--- src/rtl/lsc_pkg.sv ---
// shared types and constants of the line segment clipper
package lsc_pkg;

  localparam int unsigned CoordW = 32;
  localparam int unsigned DivW   = 76;
  localparam int unsigned DivCntW = $clog2(DivW);

  // outcode bit positions
  localparam int unsigned OcLeft   = 0;
  localparam int unsigned OcRight  = 1;
  localparam int unsigned OcBottom = 2;
  localparam int unsigned OcTop    = 3;

  // register indexes
  localparam logic [1:0] RegAx = 2'd0;
  localparam logic [1:0] RegAy = 2'd1;
  localparam logic [1:0] RegBx = 2'd2;
  localparam logic [1:0] RegBy = 2'd3;

  // datapath operations
  localparam logic [3:0] OpNone   = 4'd0;
  localparam logic [3:0] OpLoad   = 4'd1;
  localparam logic [3:0] OpDivM   = 4'd2;
  localparam logic [3:0] OpTakeM  = 4'd3;
  localparam logic [3:0] OpMulLo  = 4'd4;
  localparam logic [3:0] OpMulHi  = 4'd5;
  localparam logic [3:0] OpTakeN  = 4'd6;
  localparam logic [3:0] OpTbKeep = 4'd7;
  localparam logic [3:0] OpDivX   = 4'd8;
  localparam logic [3:0] OpTakeX  = 4'd9;
  localparam logic [3:0] OpReject = 4'd10;
  localparam logic [3:0] OpTakeY  = 4'd11;
  localparam logic [3:0] OpOut    = 4'd12;

  typedef struct packed {
    logic [3:0] op;
    logic       sel_edge;
    logic       vis;
  } cmd_t;

  typedef struct packed {
    logic accept;
    logic reject;
    logic tb;
    logic vert;
    logic m_zero;
    logic div_done;
  } stat_t;

endpackage

--- src/rtl/lsc_ctrl.sv ---
// sequencer for slope, intercept and outcode passes
module lsc_ctrl #(
  parameter int unsigned MAX_PASSES = 5
) (
  input  logic            clk_i,
  input  logic            rst_ni,
  input  logic            in_valid_i,
  output logic            in_ready_o,
  output logic            out_valid_o,
  input  logic            out_ready_i,
  input  lsc_pkg::stat_t  stat_i,
  output lsc_pkg::cmd_t   cmd_o
);

  localparam int unsigned PassW = $clog2(MAX_PASSES + 1);

  localparam logic [3:0] StIdle = 4'd0;
  localparam logic [3:0] StInit = 4'd1;
  localparam logic [3:0] StWdm  = 4'd2;
  localparam logic [3:0] StMs0  = 4'd3;
  localparam logic [3:0] StMs1  = 4'd4;
  localparam logic [3:0] StTn   = 4'd5;
  localparam logic [3:0] StPass = 4'd6;
  localparam logic [3:0] StWdx  = 4'd7;
  localparam logic [3:0] StLr1  = 4'd8;
  localparam logic [3:0] StLr2  = 4'd9;
  localparam logic [3:0] StFin  = 4'd10;

  logic [3:0]       state_q, state_d;
  logic [PassW-1:0] pass_q, pass_d;
  logic             vis_q, vis_d;
  logic             oval_q, oval_d;

  always_comb begin
    state_d = state_q;
    pass_d  = pass_q;
    vis_d   = vis_q;
    oval_d  = oval_q & ~out_ready_i;
    cmd_o   = '{op: lsc_pkg::OpNone, sel_edge: 1'b0, vis: vis_q};
    unique case (state_q)
      StIdle: begin
        if (in_valid_i) begin
          cmd_o.op = lsc_pkg::OpLoad;
          pass_d   = '0;
          state_d  = StInit;
        end
      end
      StInit: begin
        if (stat_i.vert) begin
          state_d = StPass;
        end else begin
          cmd_o.op = lsc_pkg::OpDivM;
          state_d  = StWdm;
        end
      end
      StWdm: begin
        if (stat_i.div_done) begin
          cmd_o.op = lsc_pkg::OpTakeM;
          state_d  = StMs0;
        end
      end
      StMs0: begin
        if (stat_i.vert) begin
          state_d = StPass;
        end else begin
          cmd_o.op = lsc_pkg::OpMulLo;
          state_d  = StMs1;
        end
      end
      StMs1: begin
        cmd_o.op = lsc_pkg::OpMulHi;
        state_d  = StTn;
      end
      StTn: begin
        cmd_o.op = lsc_pkg::OpTakeN;
        state_d  = StPass;
      end
      StPass: begin
        if (pass_q == PassW'(MAX_PASSES)) begin
          vis_d   = 1'b0;
          state_d = StFin;
        end else if (stat_i.accept) begin
          vis_d   = 1'b1;
          state_d = StFin;
        end else if (stat_i.reject) begin
          vis_d   = 1'b0;
          state_d = StFin;
        end else if (stat_i.tb) begin
          if (stat_i.vert || stat_i.m_zero) begin
            cmd_o.op = lsc_pkg::OpTbKeep;
            pass_d   = pass_q + 1'b1;
          end else begin
            cmd_o.op = lsc_pkg::OpDivX;
            state_d  = StWdx;
          end
        end else if (stat_i.vert) begin
          // vertical segment hitting a side edge is dropped
          cmd_o.op = lsc_pkg::OpReject;
          vis_d    = 1'b0;
          state_d  = StFin;
        end else begin
          cmd_o.op       = lsc_pkg::OpMulLo;
          cmd_o.sel_edge = 1'b1;
          state_d        = StLr1;
        end
      end
      StWdx: begin
        if (stat_i.div_done) begin
          cmd_o.op = lsc_pkg::OpTakeX;
          pass_d   = pass_q + 1'b1;
          state_d  = StPass;
        end
      end
      StLr1: begin
        cmd_o.op       = lsc_pkg::OpMulHi;
        cmd_o.sel_edge = 1'b1;
        state_d        = StLr2;
      end
      StLr2: begin
        cmd_o.op = lsc_pkg::OpTakeY;
        pass_d   = pass_q + 1'b1;
        state_d  = StPass;
      end
      StFin: begin
        if (!oval_q || out_ready_i) begin
          cmd_o.op = lsc_pkg::OpOut;
          oval_d   = 1'b1;
          state_d  = StIdle;
        end
      end
      default: state_d = StIdle;
    endcase
  end

  always_ff @(posedge clk_i or negedge rst_ni) begin
    if (!rst_ni) begin
      state_q <= StIdle;
      pass_q  <= '0;
      vis_q   <= 1'b0;
      oval_q  <= 1'b0;
    end else begin
      state_q <= state_d;
      pass_q  <= pass_d;
      vis_q   <= vis_d;
      oval_q  <= oval_d;
    end
  end

  assign in_ready_o  = (state_q == StIdle);
  assign out_valid_o = oval_q;

endmodule

--- config.mk ---
export PLATFORM = sky130hd
export DESIGN_NAME = lsc_ctrl
export DESIGN_NICKNAME = d
export VERILOG_FILES = /design/src/rtl/lsc_pkg.sv /design/src/rtl/lsc_ctrl.sv
export SDC_FILE = /design/constraint.sdc
export NUM_CORES = 1
export LEC_CHECK = 0
export BUFFER_PORTS_ARGS = -buffer_cell sky130_fd_sc_hd__buf_2
export CAP_MARGIN = 5
export CORE_MARGIN = 2
export CORE_UTILIZATION = 50
export CTS_CLUSTER_DIAMETER = 60
export CTS_CLUSTER_SIZE = 24
export DETAILED_ROUTE_END_ITERATION = 10
export PLACE_DENSITY = 0.79
export SYNTH_ARGS = -nofsm -noshare
export SYNTH_HDL_FRONTEND = slang
export SYNTH_SLANG_ARGS = --single-unit
--- constraint.sdc ---
create_clock -name clk_i -period 2.6 [get_ports clk_i]
set_input_delay 0.52 -clock clk_i [delete_from_list [all_inputs] [get_ports clk_i]]
set_output_delay 0.52 -clock clk_i [all_outputs]
set_load 0.03 [all_outputs]
==> flow_summary.toml <==
[setup_path]
cp.required_ns = 2.08
reg2reg_slack_ns = 0.63
cp-end-kind = "output pin"
path_max_fanout = 4
crit_type = "flop to output pin"
cp-start-kind = "flop"
r2r-end = "pass_q[2]"
crit_arrival_ns = 2.01
r2r_cells = 6
rr_startpoint = "pass_q[0]"

[clock_network]
cts_sinks = 9
insertion_delay_ns = 0.26
cts.clk_slew.worst_paths_ns = 0.06
root_buffer = "clkbuf_4"
cts_resized = 0
cts_inserted_buffers = 3
post_cts_buffers = 0
cts_max_level = 1
cts_tree = "built"
ctsHoldBuffers = 0
cts_buffer_depth = 2

[cells_and_area]
drive_above_1_share = 0.242
fin_util = 0.606
final_area_um2 = 1060
layout.cells.non_filler = 157
antennaDiodeCount = 0
areaGrowthSynthToFinish_pct = 12.2
nets = 145

[logic_synthesis]
syn_area_um2 = 943
synth_top_area_frac = 0.239
seq_area_frac_synth = 0.239
synth_area_leaders = "dfrtp_1, a21o_1, a21oi_1"
synth_largest_area_cell = "dfrtp_1"
postSynthCellCount = 117
synth_ff_type = "dfrtp_1"
synth_edf_count = 0
synth_fp_nets = 129
synthArstFlopShare = 1.00
syn-mean-instance-area_um2 = 8.06
synth-seq-cells = 9
yosys_warnings = 0
synth_cell_type_count = 50

[placement]
io_buffer_count = 17
post_dp_cell_area_um2 = 1030
place_hpwl_mm = 1.60
pre_cts_slack_ns = 0.390
gp_congestion = 0.860
dp_cells = 153

[sta]
setup_viol = 0
fin_tns_setup_ns = 0
finalCritPeriodShare = 0.973
slew_viol_final = 0
rsz0062_at_grt = "false"
finalCriticalPeriod_ns = 2.53
max_freq_mhz = 395
hold_violations = 0
fin_hold_ws_ns = 0.0918
tightestPinTransition_ns = 0.343
fin_skew_ns = 0.00596
relSlewSlack = 0.769
fin_ws_ns = 0.0702

[drt]
vias = 909
firstDrtPassIters = 4
antenna_left = 0
wl_per_cell_um = 13.6
drc = 0
route.detailed.vias_per_inst = 5.79
wl_mm = 2.13
drtIter0Drc = 26

[grt]
grt_overflow = 0
antenna_found_initial = 0
met2_usage = 0.351
met1_usage = 0.275
busiest_layer = "met2"
grt_usage = 0.212
use_met3 = 0.0566
grt_max_degree = 24
grt_pass1_vias = 775
grt_pass1_wl_mm = 3.37

[power_and_ir_drop]
ir_worst_vdd_v = 0.000700
swShare = 0.514
pwr-share-seq = 0.188
power_frac_comb = 0.727
power.share.clock = 0.085
power_leakage_nw = 0.490
power.density_nw_per_um2 = 1200
internal_power_mw = 0.618
power_switching_mw = 0.654
p_total_mw = 1.27

[floorplanning]
die_area_um2 = 2250
initial_core_util = 0.541
die_w_um = 47.4
core_area_um2 = 1750
ios = 18
rows = 15
die_h_um = 47.4

[run]
drv_cap = 0

[hold_path]
hold_class = "primary input to async pin"

[outcome]
outcome = "finished, final reports clean"
synthesized netlist by cell type, types with 4 or more instances:
cell type	n
clkbuf_1	6
o21ai_0	4
nor2b_1	4
a21o_1	5
nand2_1	7
inv_1	4
a21oi_1	6
nand3_1	5
dfrtp_1	9
nor2_1	8
o21ai_1	4
cell type report:
| type | count | area [µm²] |
|---|---|---|
| multi-input combinational | 93 | 638 |
| inverter | 4 | 15.0 |
| timing repair buffer | 22 | 123 |
| sequential | 9 | 225 |
| clock buffer | 4 | 26.3 |
| tap | 25 | 31.3 |
| fill | 175 | 687 |
power groups by stage:
stage | clock network (mW) | logic, mW | registers, mW
6_report | 0.108 | 0.925 | 0.239
3_5_place_dp | 0 | 0.923 | 0.241
4_1_cts | 0.112 | 0.926 | 0.237
3_3_place_gp | 0 | 0.899 | 0.237
5_1_grt | 0.119 | 1.02 | 0.246
2_1_floorplan | 0 | 0.749 | 0.241
worst max path at each step:
stage | from | endpoint | depth (start not counted)
5_1_grt | pass_q[0] | cmd_o[4] | 6
3_5_place_dp | pass_q[0] | cmd_o[4] | 6
2_1_floorplan | state_q[0] | state_q[0] | 5
4_1_cts | pass_q[0] | cmd_o[4] | 6
6_report | pass_q[0] | cmd_o[4] | 6
3_3_place_gp | pass_q[0] | cmd_o[4] | 6
cells in the final DEF (no fill, tap or decap), types with 2 or more instances in the layout:
master	instances
o21ai_1	4
ha_1	2
nand2_1	7
a21boi_1	2
mux2i_1	2
nor2_1	8
nor3b_1	3
a211oi_1	3
nor2b_1	4
a22oi_1	2
dfrtp_1	9
o21a_1	2
o21bai_1	2
inv_1	4
nand3b_1	2
a21o_1	5
and3b_1	2
a21oi_1	6
nand2b_1	3
buf_2	17
clkbuf_4	3
a31oi_1	2
o21ai_0	4
nand3_1	5
buf_4	5
registers in the layout, summed over array words and instances (netlist names):
name,flops
state_q,4
pass_q,3
out_valid_o,1
vis_q,1
critical path: stages, from the launching register on:
cell and delay [ns]:
dfrtp_1 0.42, ha_1 0.27, a211o_2 0.33, nor3b_1 0.29, o21bai_1 0.15, nand4_1 0.10
buf_2 0.19
routing by layer:
metal  wire [µm]  vias to the layer above
met5           0                        -
met4          13                        0
met3         104                        2
met2         993                       23
met1        1020                      422
li1            -                      462
cell families (layout without fill, tap and decap cells):
logic type | after synthesis | in the layout | synth area share
mux | 3 | 3 | 0.0332
xor+xnor | 1 | 1 | 0.00929
fa+ha+maj | 2 | 2 | 0.0265
buf+inv | 15 | 30 | 0.0849
simple gates | 46 | 46 | 0.300
flops | 9 | 9 | 0.239
compound gates | 41 | 41 | 0.308
(Power assumes the default switching activity.)
